==> config.mk <==
export PLATFORM = sky130hd
export DESIGN_NAME = pcid_cfg
export DESIGN_NICKNAME = d
export VERILOG_FILES = /design/src/hw/rtl/pcid_pkg.sv /design/src/hw/rtl/pcid_cfg.sv
export SDC_FILE = /design/constraint.sdc
export NUM_CORES = 1
export LEC_CHECK = 0
export BUFFER_PORTS_ARGS = -buffer_cell sky130_fd_sc_hd__buf_2
export CAP_MARGIN = 20
export CORE_MARGIN = 5
export CORE_UTILIZATION = 35
export CTS_BUF_LIST = sky130_fd_sc_hd__clkbuf_16
export CTS_CLUSTER_DIAMETER = 150
export DETAILED_ROUTE_END_ITERATION = 16
export PLACE_DENSITY = 0.83
export SETUP_SLACK_MARGIN = 0.3
export SLEW_MARGIN = 30
export SYNTH_ARGS = -nofsm -noshare
export SYNTH_HDL_FRONTEND = slang
export SYNTH_SLANG_ARGS = --single-unit
==> constraint.sdc <==
create_clock -name i_clk -period 3 [get_ports i_clk]
set_input_delay 0.9 -clock i_clk [delete_from_list [all_inputs] [get_ports i_clk]]
set_output_delay 0.9 -clock i_clk [all_outputs]
set_load 0.005 [all_outputs]
==> src/hw/rtl/pcid_pkg.sv <==
// ----------------------------------------------------------------------------
// pcid_pkg
// Shared types, constants and the reciprocal table of the packed color
// index decoder.
// ----------------------------------------------------------------------------
`default_nettype none

package pcid_pkg;

    localparam int IDX_W   = 64;
    localparam int COMP_W  = 16;
    localparam int NUM_W   = 32;
    localparam int BPC_W   = 5;
    localparam int MODE_W  = 2;
    localparam int APB_AW  = 3;
    localparam int APB_DW  = 32;
    localparam int NLANE   = 3;
    localparam int NCOMP   = 4;
    localparam int NSTG    = 10;

    localparam logic [BPC_W-1:0] BPC_RESET = 5'd8;
    localparam logic [BPC_W-1:0] BPC_MAX   = 5'd16;

    typedef enum logic [MODE_W-1:0] {
        MODE_GRAY = 2'd0,
        MODE_RGB  = 2'd1,
        MODE_CMYK = 2'd2
    } t_mode;

    typedef enum logic {
        REG_MODE = 1'b0,
        REG_BPC  = 1'b1
    } t_reg_idx;

    typedef struct packed {
        logic [MODE_W-1:0] mode;
        logic [BPC_W-1:0]  bpc;
        logic [COMP_W-1:0] mask;
        logic [NUM_W-1:0]  recip;
        logic              one_bit;
    } t_cfg;

    // floor(2^32 / (2^b - 1)); width one uses the bypass path
    function automatic logic [NUM_W-1:0] recip_lut(input logic [BPC_W-1:0] b);
        logic [NUM_W-1:0] r;
        case (b)
            5'd2:    r = 32'h5555_5555;
            5'd3:    r = 32'h2492_4924;
            5'd4:    r = 32'h1111_1111;
            5'd5:    r = 32'h0842_1084;
            5'd6:    r = 32'h0410_4104;
            5'd7:    r = 32'h0204_0810;
            5'd8:    r = 32'h0101_0101;
            5'd9:    r = 32'h0080_4020;
            5'd10:   r = 32'h0040_1004;
            5'd11:   r = 32'h0020_0400;
            5'd12:   r = 32'h0010_0100;
            5'd13:   r = 32'h0008_0040;
            5'd14:   r = 32'h0004_0010;
            5'd15:   r = 32'h0002_0004;
            5'd16:   r = 32'h0001_0001;
            default: r = '0;
        endcase
        return r;
    endfunction

endpackage

`default_nettype wire

==> src/hw/rtl/pcid_cfg.sv <==
// ----------------------------------------------------------------------------
// pcid_cfg
// APB register file (mode, bits per component) and derived decode settings.
// ----------------------------------------------------------------------------
`default_nettype none

module pcid_cfg
    import pcid_pkg::*;
(
    input  wire logic              i_clk,
    input  wire logic              i_rst_n,
    input  wire logic              psel,
    input  wire logic              penable,
    input  wire logic              pwrite,
    input  wire logic [APB_AW-1:0] paddr,
    input  wire logic [APB_DW-1:0] pwdata,
    output logic      [APB_DW-1:0] prdata,
    output logic                   pready,
    output t_cfg                   o_cfg
);

    logic [MODE_W-1:0] r_mode;
    logic [BPC_W-1:0]  r_bpc;
    logic [BPC_W-1:0]  bpc_eff;
    logic              wr_en;
    t_reg_idx          reg_idx;

    assign pready  = 1'b1;
    assign wr_en   = psel && penable && pwrite;
    assign reg_idx = t_reg_idx'(paddr[2]);

    always_ff @(posedge i_clk) begin
        if (!i_rst_n) begin
            r_mode <= MODE_GRAY;
            r_bpc  <= BPC_RESET;
        end else if (wr_en) begin
            case (reg_idx)
                REG_MODE: r_mode <= pwdata[MODE_W-1:0];
                REG_BPC:  r_bpc  <= pwdata[BPC_W-1:0];
                default:  r_mode <= r_mode;
            endcase
        end
    end

    always_comb begin
        case (reg_idx)
            REG_MODE: prdata = {{(APB_DW-MODE_W){1'b0}}, r_mode};
            REG_BPC:  prdata = {{(APB_DW-BPC_W){1'b0}}, r_bpc};
            default:  prdata = '0;
        endcase
    end

    always_comb begin
        if (r_bpc == '0) begin
            bpc_eff = 5'd1;
        end else if (r_bpc > BPC_MAX) begin
            bpc_eff = BPC_MAX;
        end else begin
            bpc_eff = r_bpc;
        end
    end

    assign o_cfg.mode    = r_mode;
    assign o_cfg.bpc     = bpc_eff;
    assign o_cfg.mask    = COMP_W'((17'd1 << bpc_eff) - 17'd1);
    assign o_cfg.recip   = recip_lut(bpc_eff);
    assign o_cfg.one_bit = (bpc_eff == 5'd1);

endmodule

`default_nettype wire

==> flow_summary.yaml <==
min_path:
  hp-class: "reg -> reg"
logic_synthesis:
  syn_area_per_cell_um2: 7.19
  ys_top_cells_by_area: "buf_4 (20%), dfxtp_1 (9.5%), nor2_1 (7.6%)"
  synth-async-reset-ratio_pct: 0
  synth_ff_type: "dfxtp_1"
  ys_seq_area_share_pct: 9.51
  syn_area_mm2: 0.00147
  synth.most_common_cell: "buf_4"
  postSynthCellCount: 205
  synth_top_area_share_pct: 19.9
  yosys.area.top_type: "buf_4"
  synth_cell_type_count: 49
  synth-edff-count: 0
  synth_common_cells: "buf_4 (39), nor2_1 (30), a21oi_1 (11)"
  yosysWarnings: 0
  synth-seq-cells: 7
setup_path:
  cp_max_fo: 5
  rrSetupSlack_ns: 1.92
  crit_type: "reg -> out"
  worstSetupStartpointType: "flop"
  cpPeakStageDelay_ns: 0.56
  crit_chain: "inv_2 > a21oi_2 > or2_4 > inv_4 > ha_4 > or4_4 > a21oi_2 > nor4_2 > o21ai_2 > buf_2"
  crit_arrival_ns: 2.22
  crit_top_cell: "a21oi_2"
  crit_required_ns: 2.10
  slowest_stage: "or4_4"
  endpoint_kind: "output port"
timing:
  fmax_mhz: 321
  hold_viol_final: 0
  hold-worst-slack_ns: 0.538
  period_minus_slack_ns: 3.12
  fin_skew_ns: 0
  final-max-slew-violation-count: 0
  fin_ws_ns: -0.116
  setup_violations: 10
  period_share_pct: 104
  rsz0062_at_grt: "yes"
routing:
  wl_met2_um: 2590
  drtPass1Iterations: 4
  vias: 1613
  dr.first_iter.drc_count: 127
  wl_met3_um: 367
  ant_nets: 0
  wire_per_inst_um: 14.5
  drt-total-wl_um: 4880
  drc: 0
  met1_length_um: 1820
  viasPerCell: 4.79
  dr.max_layer_used: "met4"
clock_network:
  cts_tree: "built"
  clock-sinks: 7
  root_buffer: "clkbuf_16"
  cts_htree_levels: 1
  cts_buffer_depth: 2
  numCtsBuffers: 3
  clk_pin_slew_ns: 0.03
  clk_latency_ns: 0.23
global_routing:
  grt_pass1_wl_um: 6910
  grt_max_degree: 35
  grt_usage_pct: 15.7
  grt_pass1_vias: 1480
  grt_overflow_total: 0
  antenna_found_initial: 0
floorplan:
  dieWidth_um: 74.9
  rows: 23
  core_area_mm2: 0.00403
  dieArea_mm2: 0.00561
  io_pins: 129
  initial_utilization_pct: 36.6
  die_h_um: 74.9
run_status:
  outcome: "finished with violations"
  failed_checks: "negative setup slack"
power:
  irDropWorstVdd_uv: 311
  power_leakage_nw: 1.13
  finalPower_mw: 0.494
  powerDensity_mw_per_mm2: 217
finish:
  nets: 333
  drive_above_1_share_pct: 57.8
  antennaDiodeCount: 0
  final_cells: 337
  final_util_pct: 56.4
  area.growth.synth_to_final_pct: 54.2
run:
  drv_cap: 0
placement:
  gp_congestion: 0.912
  place_ws_ns: 0.0895
  dp_cells: 311
  dp_hpwl_um: 3330
  port_buffers: 65
==> kinds of logic (layout without fill, tap and decap cells) <==
| kind of cell | count (synthesis) | after routing | synth area share (%) |
|---|---|---|---|
| AO/OA/AOI/OAI | 39 | 39 | 18.8 |
| XOR/XNOR | 3 | 3 | 1.78 |
| adder cells (fa/ha/maj) | 5 | 5 | 4.24 |
| buffers and inverters | 59 | 109 | 27.0 |
| flip-flops | 7 | 7 | 9.51 |
| multiplexers | 13 | 13 | 10.1 |
| other | 2 | 34 | 0.510 |
| AND/OR/NAND/NOR | 77 | 77 | 28.0 |
==> where the power goes <==
part           internal (mW)  leakage (nW)  switching [mW]
Clock                  0.173        0.0423          0.0484
Sequential            0.0959        0.0577         0.00246
Combinational         0.0834          1.03          0.0906
==> flip-flops by register name, indices dropped and copies added (netlist names) <==
signal / flops
r_mode: 2
r_bpc: 5
==> final cells by class <==
class / count / area, µm²
Inverter: 8 / 40.0
Sequential cell: 7 / 145
Tap cell: 50 / 62.6
Clock buffer: 3 / 75.1
Timing Repair Buffer: 97 / 614
Multi-Input combinational cell: 171 / 1330
Clock inverter: 1 / 3.75
Fill cell: 348 / 1760
==> layout by cell type (no fill, tap or decap), types with 5 or more instances in the layout <==
master   netlist  routed
a21oi_1       11       7
buf_4         39      24
o21ai_0       10       6
conb_1         2      34
ha_4           0       5
buf_6          3      11
mux2i_1       10       9
nor2_4         0       7
nand2_1       10       6
buf_2          6      62
nor2b_1       10       9
nor2_1        30      20
==> through the flow <==
stage               cell area, µm²  TNS, ns
floorplan                     1730        0
global placement              1810        0
detailed placement            1810        0
CTS                           2070   -0.284
global route                  2270    -1.87
finish                        2270   -0.683
==> layer usage <==
metal / track usage [%] / vias up
li1: - / 785
met1: 18.3 / 759
met2: 27.6 / 60
met3: 3.20 / 9
met4: 6.52 / 0
met5: 0 / -
==> critical path, delay by kind of cell (launching register included) <==
kind	cells	cell delay, ns
simple gates	3	0.80
compound gates	3	0.43
buf+inv	3	0.23
flops	1	0.35
fa+ha+maj	1	0.18
==> path summary, 6_finish.rpt <==
path                     to  cells past startpoint       from
hold / removal    r_mode[0]                      2  r_mode[0]
setup / recovery  o_cfg[45]                     10   r_bpc[1]
setup reg to reg   r_bpc[2]                      4   r_bpc[2]
hold reg to reg   r_mode[0]                      2  r_mode[0]
==> timing repair <==
action,CTS,global route
cloned,0,0
buffers inserted,12,10
gates resized for setup,32,30
setup endpoints to repair,31,38
pin swaps,22,12
hold buffers,0,0
Power figures use the tool's default switching activity.
