===== src/hw/rtl/pcid_pkg.sv =====
// ----------------------------------------------------------------------------
// pcid_pkg
// Shared types, constants and the reciprocal table of the packed color
// index decoder.
// ----------------------------------------------------------------------------
`default_nettype none

package pcid_pkg;

    localparam int IDX_W   = 64;
    localparam int COMP_W  = 16;
    localparam int NUM_W   = 32;
    localparam int BPC_W   = 5;
    localparam int MODE_W  = 2;
    localparam int APB_AW  = 3;
    localparam int APB_DW  = 32;
    localparam int NLANE   = 3;
    localparam int NCOMP   = 4;
    localparam int NSTG    = 10;

    localparam logic [BPC_W-1:0] BPC_RESET = 5'd8;
    localparam logic [BPC_W-1:0] BPC_MAX   = 5'd16;

    typedef enum logic [MODE_W-1:0] {
        MODE_GRAY = 2'd0,
        MODE_RGB  = 2'd1,
        MODE_CMYK = 2'd2
    } t_mode;

    typedef enum logic {
        REG_MODE = 1'b0,
        REG_BPC  = 1'b1
    } t_reg_idx;

    typedef struct packed {
        logic [MODE_W-1:0] mode;
        logic [BPC_W-1:0]  bpc;
        logic [COMP_W-1:0] mask;
        logic [NUM_W-1:0]  recip;
        logic              one_bit;
    } t_cfg;

    // floor(2^32 / (2^b - 1)); width one uses the bypass path
    function automatic logic [NUM_W-1:0] recip_lut(input logic [BPC_W-1:0] b);
        logic [NUM_W-1:0] r;
        case (b)
            5'd2:    r = 32'h5555_5555;
            5'd3:    r = 32'h2492_4924;
            5'd4:    r = 32'h1111_1111;
            5'd5:    r = 32'h0842_1084;
            5'd6:    r = 32'h0410_4104;
            5'd7:    r = 32'h0204_0810;
            5'd8:    r = 32'h0101_0101;
            5'd9:    r = 32'h0080_4020;
            5'd10:   r = 32'h0040_1004;
            5'd11:   r = 32'h0020_0400;
            5'd12:   r = 32'h0010_0100;
            5'd13:   r = 32'h0008_0040;
            5'd14:   r = 32'h0004_0010;
            5'd15:   r = 32'h0002_0004;
            5'd16:   r = 32'h0001_0001;
            default: r = '0;
        endcase
        return r;
    endfunction

endpackage

`default_nettype wire


===== src/hw/rtl/pcid_div.sv =====
// ----------------------------------------------------------------------------
// pcid_div
// Three-stage divide by the component mask: reciprocal multiply, back
// multiply, one-step correction. Quotient fits 16 bits.
// ----------------------------------------------------------------------------
`default_nettype none

module pcid_div
    import pcid_pkg::*;
(
    input  wire logic              i_clk,
    input  wire logic [2:0]        i_en,
    input  wire t_cfg              i_cfg,
    input  wire logic [NUM_W-1:0]  i_num,
    output logic      [COMP_W-1:0] o_quo
);

    logic [2*NUM_W-1:0] prod;
    logic [NUM_W-1:0]   rem;
    logic [NUM_W-1:0]   r_num1;
    logic [NUM_W-1:0]   r_num2;
    logic [COMP_W-1:0]  r_qe1;
    logic [COMP_W-1:0]  r_qe2;
    logic [NUM_W-1:0]   r_qm;
    logic [COMP_W-1:0]  r_quo;

    assign prod = (2*NUM_W)'(i_num) * (2*NUM_W)'(i_cfg.recip);
    assign rem  = r_num2 - r_qm;

    always_ff @(posedge i_clk) begin
        if (i_en[0]) begin
            r_num1 <= i_num;
            r_qe1  <= prod[NUM_W+COMP_W-1:NUM_W];
        end
        if (i_en[1]) begin
            r_num2 <= r_num1;
            r_qe2  <= r_qe1;
            r_qm   <= NUM_W'(r_qe1) * NUM_W'(i_cfg.mask);
        end
        if (i_en[2]) begin
            if (i_cfg.one_bit) begin
                r_quo <= r_num2[COMP_W-1:0];
            end else begin
                r_quo <= r_qe2 + COMP_W'(rem >= NUM_W'(i_cfg.mask));
            end
        end
    end

    assign o_quo = r_quo;

endmodule

`default_nettype wire


===== config.mk =====
export PLATFORM = sky130hd
export DESIGN_NAME = pcid_div
export DESIGN_NICKNAME = d
export VERILOG_FILES = /design/src/hw/rtl/pcid_pkg.sv /design/src/hw/rtl/pcid_div.sv
export SDC_FILE = /design/constraint.sdc
export NUM_CORES = 2
export LEC_CHECK = 0
export BUFFER_PORTS_ARGS = -buffer_cell sky130_fd_sc_hd__buf_2
export CAP_MARGIN = 10
export CORE_UTILIZATION = 65
export DETAILED_ROUTE_END_ITERATION = 7
export PLACE_DENSITY = 0.82
export SYNTH_ARGS = -nofsm -noshare
export SYNTH_HDL_FRONTEND = slang
export SYNTH_SLANG_ARGS = --single-unit

===== constraint.sdc =====
create_clock -name i_clk -period 16.6 [get_ports i_clk]
set_input_delay 0.83 -clock i_clk [delete_from_list [all_inputs] [get_ports i_clk]]
set_output_delay 0.83 -clock i_clk [all_outputs]
set_load 0.05 [all_outputs]

==> results.md <==
* Largest family of logic cells by synthesized area: adder cells
* RSZ-0062 raised after global routing: false
* Skew-Pair Late Insertion Delay at 0.44 ns
* Status: finished, final reports clean
* Routed Antenna Nets at 0
* Buffer count from post-CTS setup fixing at 0
* Sequential cell area at 4320 um^2
* Mapped cell area at 42100 um^2
* Nets at 5716
* Vias in the first global route at 33300
* Number of synthesized flops with an enable pin at 144
* Clock buffer depth at 2
* H-tree Lvls at 4
* Area of the multi-input gates at 33100 um^2
* Root Buffer: clkbuf_16
* Compound-Gate Fraction of Synth Area at 0.0408
* Crit path launch: i_num[14]
* Final wirelength at 104000 um
* DR WL/cell at 20.1 um
* Synth Net Count at 5794
* Largest net degree at the start of global routing at 81
* Worst-path maximum fanout at 33
* HP Class: register to register
* Slowest stage cell, crit path: buf_2
* Initial Util at 0.662
* Most frequent CP cell: fa_1
* Initial antenna violation count at 3
* Synth async-reset ratio at 0
* Slew margin rel. at 0.285
* Critical Path End Type: register
* TritonRoute pass-1 iters at 6
* R2r startpoint: r_qe1[6]
* Worst Max-Slew Pin Slew at 1.07 ns
* Setup CP Type: primary input to register
* WP data required at 16.75 ns
* Starting DRC count in detailed routing at 2142
* Fill cells at 4856
* Die Area at 65800 um^2
* Crit path launch type: primary input
* Clk slew on worst S/H paths at 0.07 ns
* Global-route wire length before repair at 173000 um
* CTS sink cnt at 144
* Post-DP HPWL at 77000 um
* Io pins at 108
* Port buffer count at 100
* Global Route Usage Sum at 0.338
* Via count at 29900
* Flop2flop setup slack at 9.40 ns
* Crit share post-route at 0.522
* Global route overflow at 0
* Mean Syn Cell Area at 9.56 um^2
* Die width at 256 um
* Largest stage delay on the critical path at 0.71 ns
* Hold Vio Cnt, Final at 0
* Inserted Clock Buffers at 17
* CTS tree: yes
* Worst Reg-to-Reg Cells at 22
* R2r endpoint: r_qm[31]
* Final setup fails at 0
* Count of cells resized by post-cts repair at 0
* Drt drc at 0
* Dominant cells by area after synthesis: fa_1 (46%), edfxtp_1 (10%), ha_1 (9.7%)
* CORE AREA at 63500 um^2
* Cell Rows at 92
* Cts hold-fix bufs at 0
* Mapped Cells at 4403
* Post-synth top area cell: fa_1
* Die Height at 256 um
* Most frequent cells in the layout: inv_1 (1014), fa_1 (973), and2_1 (611)
* Area Overhead vs Synth at 3.42%
* Via/cell ratio at 5.76
* Layout cells sized above 1 at 0.0362
* Cell variety after synth at 65
* FMAX at 116 MHz
* Proportion of synthesized area in mux cells at 0.00149
* Sequential area share after synthesis at 0.103
* Yosys warns at 0
* Gpl congestion at 0.927
* XOR/XNOR share of the synthesized area at 0.0225
* Max-slew violation count at 0
* Commonest non-fill, non-tap cell in the layout: inv_1
* Critical Path AT at 8.81 ns
* Final min period at 8.66 ns
* Max-Cap Viols at 0
* CP Capture Point: r_qe1[15]
* Synth Area in Adders at 0.560
* Yosys reg bits at 144
* CP Cell Sequence: buf_2 -> and2_1 -> fa_1 -> fa_1 -> fa_1 -> inv_1 -> fa_1 -> inv_1 -> fa_1 -> fa_1 -> fa_1 -> fa_1 -> ha_1 -> a211oi_1 -> nor2_1 -> a2111oi_0 -> a221oi_1 -> o311ai_0 -> buf_4 -> o21ai_1 -> o311ai_1 -> a311oi_1 -> xnor2_1
* Ys flop type: edfxtp_1
* Simple-gate share of the synthesized area at 0.163
* Clk_skew at 0.0137 ns
* Yosys top cell area share at 0.463
* Setup TNS at 0 ns
-- state kept, by name (all words and copies together), names as in the netlist --
| name | cells |
|---|---|
| r_num1 | 32 |
| r_qe2 | 16 |
| r_num2 | 32 |
| r_qm | 32 |
| r_qe1 | 16 |
| o_quo | 16 |
-- worst min path at each step --
stage,end,slack [ns],depth (start not counted),from
global route,r_num2[6],0.41,0,r_num1[6]
finish,r_num2[6],0.41,0,r_num1[6]
CTS,r_num2[6],0.41,0,r_num1[6]
global placement,r_num2[27],0.40,0,r_num1[27]
detailed placement,r_num2[19],0.40,0,r_num1[19]
floorplan,r_num2[0],0.40,0,r_num1[0]
-- stage by stage --
| step | setup slack, ns | hold slack, ns | instances | cell area, um^2 | util |
|---|---|---|---|---|---|
| 2_1_floorplan | 8.81 | 0.400 | 4403 | 42100 | - |
| 3_3_place_gp | 7.75 | 0.401 | 5152 | 43000 | 0.676 |
| 3_5_place_dp | 7.57 | 0.405 | 5152 | 43000 | 0.676 |
| 4_1_cts | 8.04 | 0.412 | 5184 | 43500 | 0.685 |
| 5_1_grt | 7.68 | 0.413 | 5186 | 43500 | 0.685 |
| 6_report | 7.94 | 0.410 | 5186 | 43500 | 0.685 |
-- metal layers --
metal	routed length, um	vias up	GRT usage
met2	51200	1483	0.580
met4	5050	0	0.145
met1	38300	15200	0.430
met5	0	-	0
li1	-	12800	-
met3	9480	333	0.0498
-- cells in the mapped netlist (7+ instances only) --
cell,n
o21bai_1,12
nor2_1,50
nand3_1,21
nor3_1,11
o21a_1,18
and3_1,7
a21oi_1,66
ha_1,326
a21o_1,34
nor2b_1,14
and2_1,611
nand4_1,8
a211oi_1,13
xor2_1,32
edfxtp_1,144
nand2_1,600
o211ai_1,7
o21ai_0,54
clkbuf_1,212
a31oi_1,10
xnor2_1,76
fa_1,973
inv_1,1014
-- critical path, delay by kind of cell --
kind	cells	cell delay, ns
XOR/XNOR	1	0.17
AO/OA/AOI/OAI	7	2.15
adder cells (fa/ha/maj)	9	4.25
AND/OR/NAND/NOR	2	0.38
buffers and inverters	4	1.02
-- kinds of logic (layout without fill, tap and decap cells) --
logic type      count (synthesis)  after routing
fa+ha+maj                    1299           1299
compound gates                261            261
flops                         144            144
simple gates                 1357           1357
xor+xnor                      108            108
buf+inv                      1228           1163
mux                             6              6
other cells                     0              2
-- area by class of cell --
cell class,instances,share of cell area
Antenna cell,2,0.000115
Timing Repair Buffer,117,0.0145
Tap cell,846,0.0243
Sequential cell,144,0.0993
Clock inverter,14,0.00293
Inverter,1014,0.0874
Multi-Input combinational cell,3031,0.761
Clock buffer,18,0.00986
Power is not shown: default switching activity piles up to over one toggle a cycle in this logic, so the estimate is an artifact.
