===== config.mk =====
export PLATFORM = sky130hd
export DESIGN_NAME = pcid_unpack
export DESIGN_NICKNAME = d
export VERILOG_FILES = /design/src/hw/rtl/pcid_pkg.sv /design/src/hw/rtl/pcid_unpack.sv
export SDC_FILE = /design/constraint.sdc
export NUM_CORES = 2
export LEC_CHECK = 0
export ABC_AREA = 1
export CAP_MARGIN = 20
export CORE_ASPECT_RATIO = 0.8
export CORE_MARGIN = 2
export CORE_UTILIZATION = 68
export DETAILED_ROUTE_END_ITERATION = 8
export DONT_BUFFER_PORTS = 1
export PLACE_DENSITY = 0.82
export SKIP_LAST_GASP = 1
export SLEW_MARGIN = 20
export SYNTH_ARGS = -nofsm -noshare
export SYNTH_HDL_FRONTEND = slang
export SYNTH_SLANG_ARGS = --single-unit

===== constraint.sdc =====
create_clock -name i_clk -period 7.4 [get_ports i_clk]
set_input_delay 0 -clock i_clk [delete_from_list [all_inputs] [get_ports i_clk]]
set_output_delay 0 -clock i_clk [all_outputs]
set_load 0.02 [all_outputs]

===== src/hw/rtl/pcid_pkg.sv =====
// ----------------------------------------------------------------------------
// pcid_pkg
// Shared types, constants and the reciprocal table of the packed color
// index decoder.
// ----------------------------------------------------------------------------
`default_nettype none

package pcid_pkg;

    localparam int IDX_W   = 64;
    localparam int COMP_W  = 16;
    localparam int NUM_W   = 32;
    localparam int BPC_W   = 5;
    localparam int MODE_W  = 2;
    localparam int APB_AW  = 3;
    localparam int APB_DW  = 32;
    localparam int NLANE   = 3;
    localparam int NCOMP   = 4;
    localparam int NSTG    = 10;

    localparam logic [BPC_W-1:0] BPC_RESET = 5'd8;
    localparam logic [BPC_W-1:0] BPC_MAX   = 5'd16;

    typedef enum logic [MODE_W-1:0] {
        MODE_GRAY = 2'd0,
        MODE_RGB  = 2'd1,
        MODE_CMYK = 2'd2
    } t_mode;

    typedef enum logic {
        REG_MODE = 1'b0,
        REG_BPC  = 1'b1
    } t_reg_idx;

    typedef struct packed {
        logic [MODE_W-1:0] mode;
        logic [BPC_W-1:0]  bpc;
        logic [COMP_W-1:0] mask;
        logic [NUM_W-1:0]  recip;
        logic              one_bit;
    } t_cfg;

    // floor(2^32 / (2^b - 1)); width one uses the bypass path
    function automatic logic [NUM_W-1:0] recip_lut(input logic [BPC_W-1:0] b);
        logic [NUM_W-1:0] r;
        case (b)
            5'd2:    r = 32'h5555_5555;
            5'd3:    r = 32'h2492_4924;
            5'd4:    r = 32'h1111_1111;
            5'd5:    r = 32'h0842_1084;
            5'd6:    r = 32'h0410_4104;
            5'd7:    r = 32'h0204_0810;
            5'd8:    r = 32'h0101_0101;
            5'd9:    r = 32'h0080_4020;
            5'd10:   r = 32'h0040_1004;
            5'd11:   r = 32'h0020_0400;
            5'd12:   r = 32'h0010_0100;
            5'd13:   r = 32'h0008_0040;
            5'd14:   r = 32'h0004_0010;
            5'd15:   r = 32'h0002_0004;
            5'd16:   r = 32'h0001_0001;
            default: r = '0;
        endcase
        return r;
    endfunction

endpackage

`default_nettype wire


===== src/hw/rtl/pcid_unpack.sv =====
// ----------------------------------------------------------------------------
// pcid_unpack
// Splits the packed word into components, forms the two operands per lane
// and registers their product (two pipeline stages).
// ----------------------------------------------------------------------------
`default_nettype none

module pcid_unpack
    import pcid_pkg::*;
(
    input  wire logic                         i_clk,
    input  wire logic [1:0]                   i_en,
    input  wire t_cfg                         i_cfg,
    input  wire logic [IDX_W-1:0]             i_idx,
    output logic      [NLANE-1:0][NUM_W-1:0]  o_num
);

    logic [NCOMP-1:0][COMP_W-1:0] comp;
    logic [NLANE-1:0][COMP_W-1:0] n_a;
    logic [NLANE-1:0][COMP_W-1:0] n_b;
    logic [NLANE-1:0][COMP_W-1:0] r_a;
    logic [NLANE-1:0][COMP_W-1:0] r_b;
    logic [NLANE-1:0][NUM_W-1:0]  r_num;

    always_comb begin
        logic [5:0] sh;
        for (int i = 0; i < NCOMP; i++) begin
            sh      = 6'(i) * {1'b0, i_cfg.bpc};
            comp[i] = COMP_W'(i_idx >> sh) & i_cfg.mask;
        end
    end

    always_comb begin
        logic [COMP_W-1:0] gray;
        gray = i_cfg.one_bit ? (i_cfg.mask - comp[0]) : comp[0];
        case (i_cfg.mode)
            MODE_RGB: begin
                n_a = {comp[0], comp[1], comp[2]};
                n_b = {i_cfg.mask, i_cfg.mask, i_cfg.mask};
            end
            MODE_CMYK: begin
                n_a = {i_cfg.mask - comp[1], i_cfg.mask - comp[2], i_cfg.mask - comp[3]};
                n_b = {NLANE{i_cfg.mask - comp[0]}};
            end
            default: begin
                n_a = {NLANE{gray}};
                n_b = {NLANE{i_cfg.mask}};
            end
        endcase
    end

    always_ff @(posedge i_clk) begin
        if (i_en[0]) begin
            r_a <= n_a;
            r_b <= n_b;
        end
        if (i_en[1]) begin
            for (int i = 0; i < NLANE; i++) begin
                r_num[i] <= NUM_W'(r_a[i]) * NUM_W'(r_b[i]);
            end
        end
    end

    assign o_num = r_num;

endmodule

`default_nettype wire


==> flow_metrics.env <==
export IMPL_status="finished, final reports clean"
export IMPL_pre_cts_ws_ns=0.840
export IMPL_drc=0
export IMPL_clkSinkCount=160
export IMPL_viasPerCell=5.92
export IMPL_clk_pin_slew_ns=0.07
export IMPL_critical_path_arrival_ns=6.96
export IMPL_met3WireLength_mm=16.9
export IMPL_clock_fmax_mhz=149
export IMPL_synth_area_mm2=0.0401
export IMPL_yosysTopAreaCell="fa_1"
export IMPL_synth_top_cell_area_share_pct=29.1
export IMPL_cp_required_ns=7.63
export IMPL_rows=79
export IMPL_top_layer_used="met4"
export IMPL_post_synth_num_cell_types=56
export IMPL_final_max_slew_viol_count=0
export IMPL_hold_viol_final=0
export IMPL_fillerInstances=4736
export IMPL_max_slew_margin_rel_pct=25.1
export IMPL_io_pins=219
export IMPL_ys_ff_latch=160
export IMPL_setup_tns_ns=0
export IMPL_synth_edf_count=160
export IMPL_drive_above_1_share_pct=2.80
export IMPL_die_h_um=221
export IMPL_ys_seq_area_share_pct=12.0
export IMPL_coreArea_mm2=0.0582
export IMPL_post_route_period_util_pct=90.9
export IMPL_start_util_pct=68.8
export IMPL_grt_pass1_wl_mm=201
export IMPL_synthFlopType="edfxtp_1"
export IMPL_clockBufferDepth=2
export IMPL_clock_latency_ns=0.50
export IMPL_synth_top_cells_by_count="nand2_1 (1,683), inv_1 (1,177), fa_1 (583)"
export IMPL_first_pass_iters=7
export IMPL_post_synth_top_count_cell="nand2_1"
export IMPL_gp_congestion=1.02
export IMPL_die_x_um=275
export IMPL_num_vias=36806
export IMPL_drv_cap=0
export IMPL_post_route_min_period_ns=6.73
export IMPL_holdCritPathClass="input port to register"
export IMPL_wl_met2_mm=54.6
export IMPL_rsz0062_at_grt="no"
export IMPL_start_kind="register"
export IMPL_syn_avg_cell_area_um2=7.14
export IMPL_skew_ns=0.0178
export IMPL_nets=6452
export IMPL_globalRouteOverflowTotal=0
export IMPL_ant_nets=0
export IMPL_path_class="register to register"
export IMPL_post_cts_buffers=0
export IMPL_antenna_found_initial=4
export IMPL_setup_violations=0
export IMPL_synth_area_top_cells="fa_1 (29%), nand2_1 (16%), edfxtp_1 (12%)"
export IMPL_wl_mm=126
export IMPL_wl_met1_mm=47.9
export IMPL_die_area_mm2=0.0609
export IMPL_post_dp_hpwl_mm=93.7
export IMPL_tightest_slew_ns=1.12
export IMPL_placement_io_buffers=0
export IMPL_cts_root_buf="clkbuf_16"
export IMPL_drtIter0Drc=4991
export IMPL_post_drt_wl_per_cell_um=20.2
export IMPL_htreeDepth=4
export IMPL_cts_tree="done"
export IMPL_groute_usage_overall_pct=42.6
export IMPL_grt_pass1_vias=37156
export IMPL_grt_max_degree=106
export IMPL_synthArstFlopShare_pct=0
export IMPL_critPathMaxFanout=19
export IMPL_synthToLayoutAreaGrowth_pct=3.32
export IMPL_cts_made_buffers=17
export IMPL_setup_ws_ns=0.674
export IMPL_yosysWarnings=0
export IMPL_crit_path_end_kind="register"
export IMPL_synth_cells=5608
## placed cells by master (no fill, tap or decap), types with 6 or more instances in the layout
master	count
diode_2	6
edfxtp_1	160
a31oi_1	8
and2_1	25
xnor2_1	38
o21ai_1	52
a21o_1	6
dlygate4sd3_1	50
inv_2	10
o21bai_1	8
xor2_1	62
nand4_1	12
o21ai_0	141
o32ai_1	7
o211ai_1	21
fa_1	582
buf_4	59
inv_1	1177
a21oi_1	184
or2_2	13
ha_1	321
nand2_1	1683
nand3_1	566
nor2_1	114
o22ai_1	10
nor3_1	8
clkbuf_16	17
nand2_2	14
## cells by family after synthesis
| logic type | share of synthesized area [%] |
|---|---|
| and+or+nand+nor | 25.3 |
| xor gates and xnor gates | 2.25 |
| muxes | 0.100 |
| DFF | 12.0 |
| other | 0.0187 |
| buffers and inverters | 14.5 |
| adders and majority gates | 39.2 |
| AOI/OAI and AO/OA | 6.58 |
## path summary, 6_finish.rpt
path / startpoint / end / slack (ns) / cells after the start
setup reg to reg: r_b[10] / o_num[62] / 0.67 / 19
hold reg to reg: r_b[0] / o_num[0] / 0.91 / 3
setup / recovery: r_b[10] / o_num[62] / 0.67 / 19
hold / removal: i_cfg[38] / r_a[5] / 0.03 / 4
## through the flow
step                cells  utilization [%]  hold WS (ns)  instance area, µm²
floorplan            5610                -         0.112               40100
global placement     6122             69.1         0.120               40200
detailed placement   6122             69.1         0.120               40200
CTS                  6206             71.1       0.00141               41400
global route         6209             71.1        0.0168               41400
finish               6212             71.1        0.0269               41400
## cell type report
| cell class | count | area (µm²) | share of cell area (%) |
|---|---|---|---|
| well taps | 769 | 962 | 2.32 |
| diodes | 6 | 15.0 | 0.0363 |
| repair buffers | 116 | 1100 | 2.65 |
| clock inverters | 15 | 154 | 0.372 |
| multi-input cells | 3941 | 29500 | 71.2 |
| flip-flops and latches | 160 | 4800 | 11.6 |
| clock buffers | 17 | 425 | 1.03 |
| inverters | 1188 | 4460 | 10.8 |
## timing repair
item	4_1_cts	5_1_grt
hold buffers	52	0
resized for setup	0	0
hold endpoints to repair	222	0
## critical path, cell delays in order (launching register included)
cell      delay (ns)
edfxtp_1        0.96
buf_4           0.44
nand2_1         0.13
fa_1            0.58
inv_1           0.06
fa_1            0.46
fa_1            0.54
fa_1            0.43
fa_1            0.49
inv_1           0.05
fa_1            0.47
inv_1           0.07
ha_1            0.34
a21oi_1         0.24
o21ai_0         0.13
a21oi_1         0.13
o21ai_0         0.20
a21oi_1         0.39
o221ai_1        0.19
xor2_1          0.17
## routing by layer
layer	vias to the layer above	GRT usage, %
li1	16721	-
met1	17315	57.1
met2	2346	63.5
met3	424	13.0
met4	0	19.4
met5	-	0
## sequential cells by signal, summed over array words and instances (netlist names)
| signal | count |
|---|---|
| r_b | 16 |
| o_num | 96 |
| r_a | 48 |
Power is not shown: default switching activity piles up to over one toggle a cycle in this logic, so the estimate is an artifact.
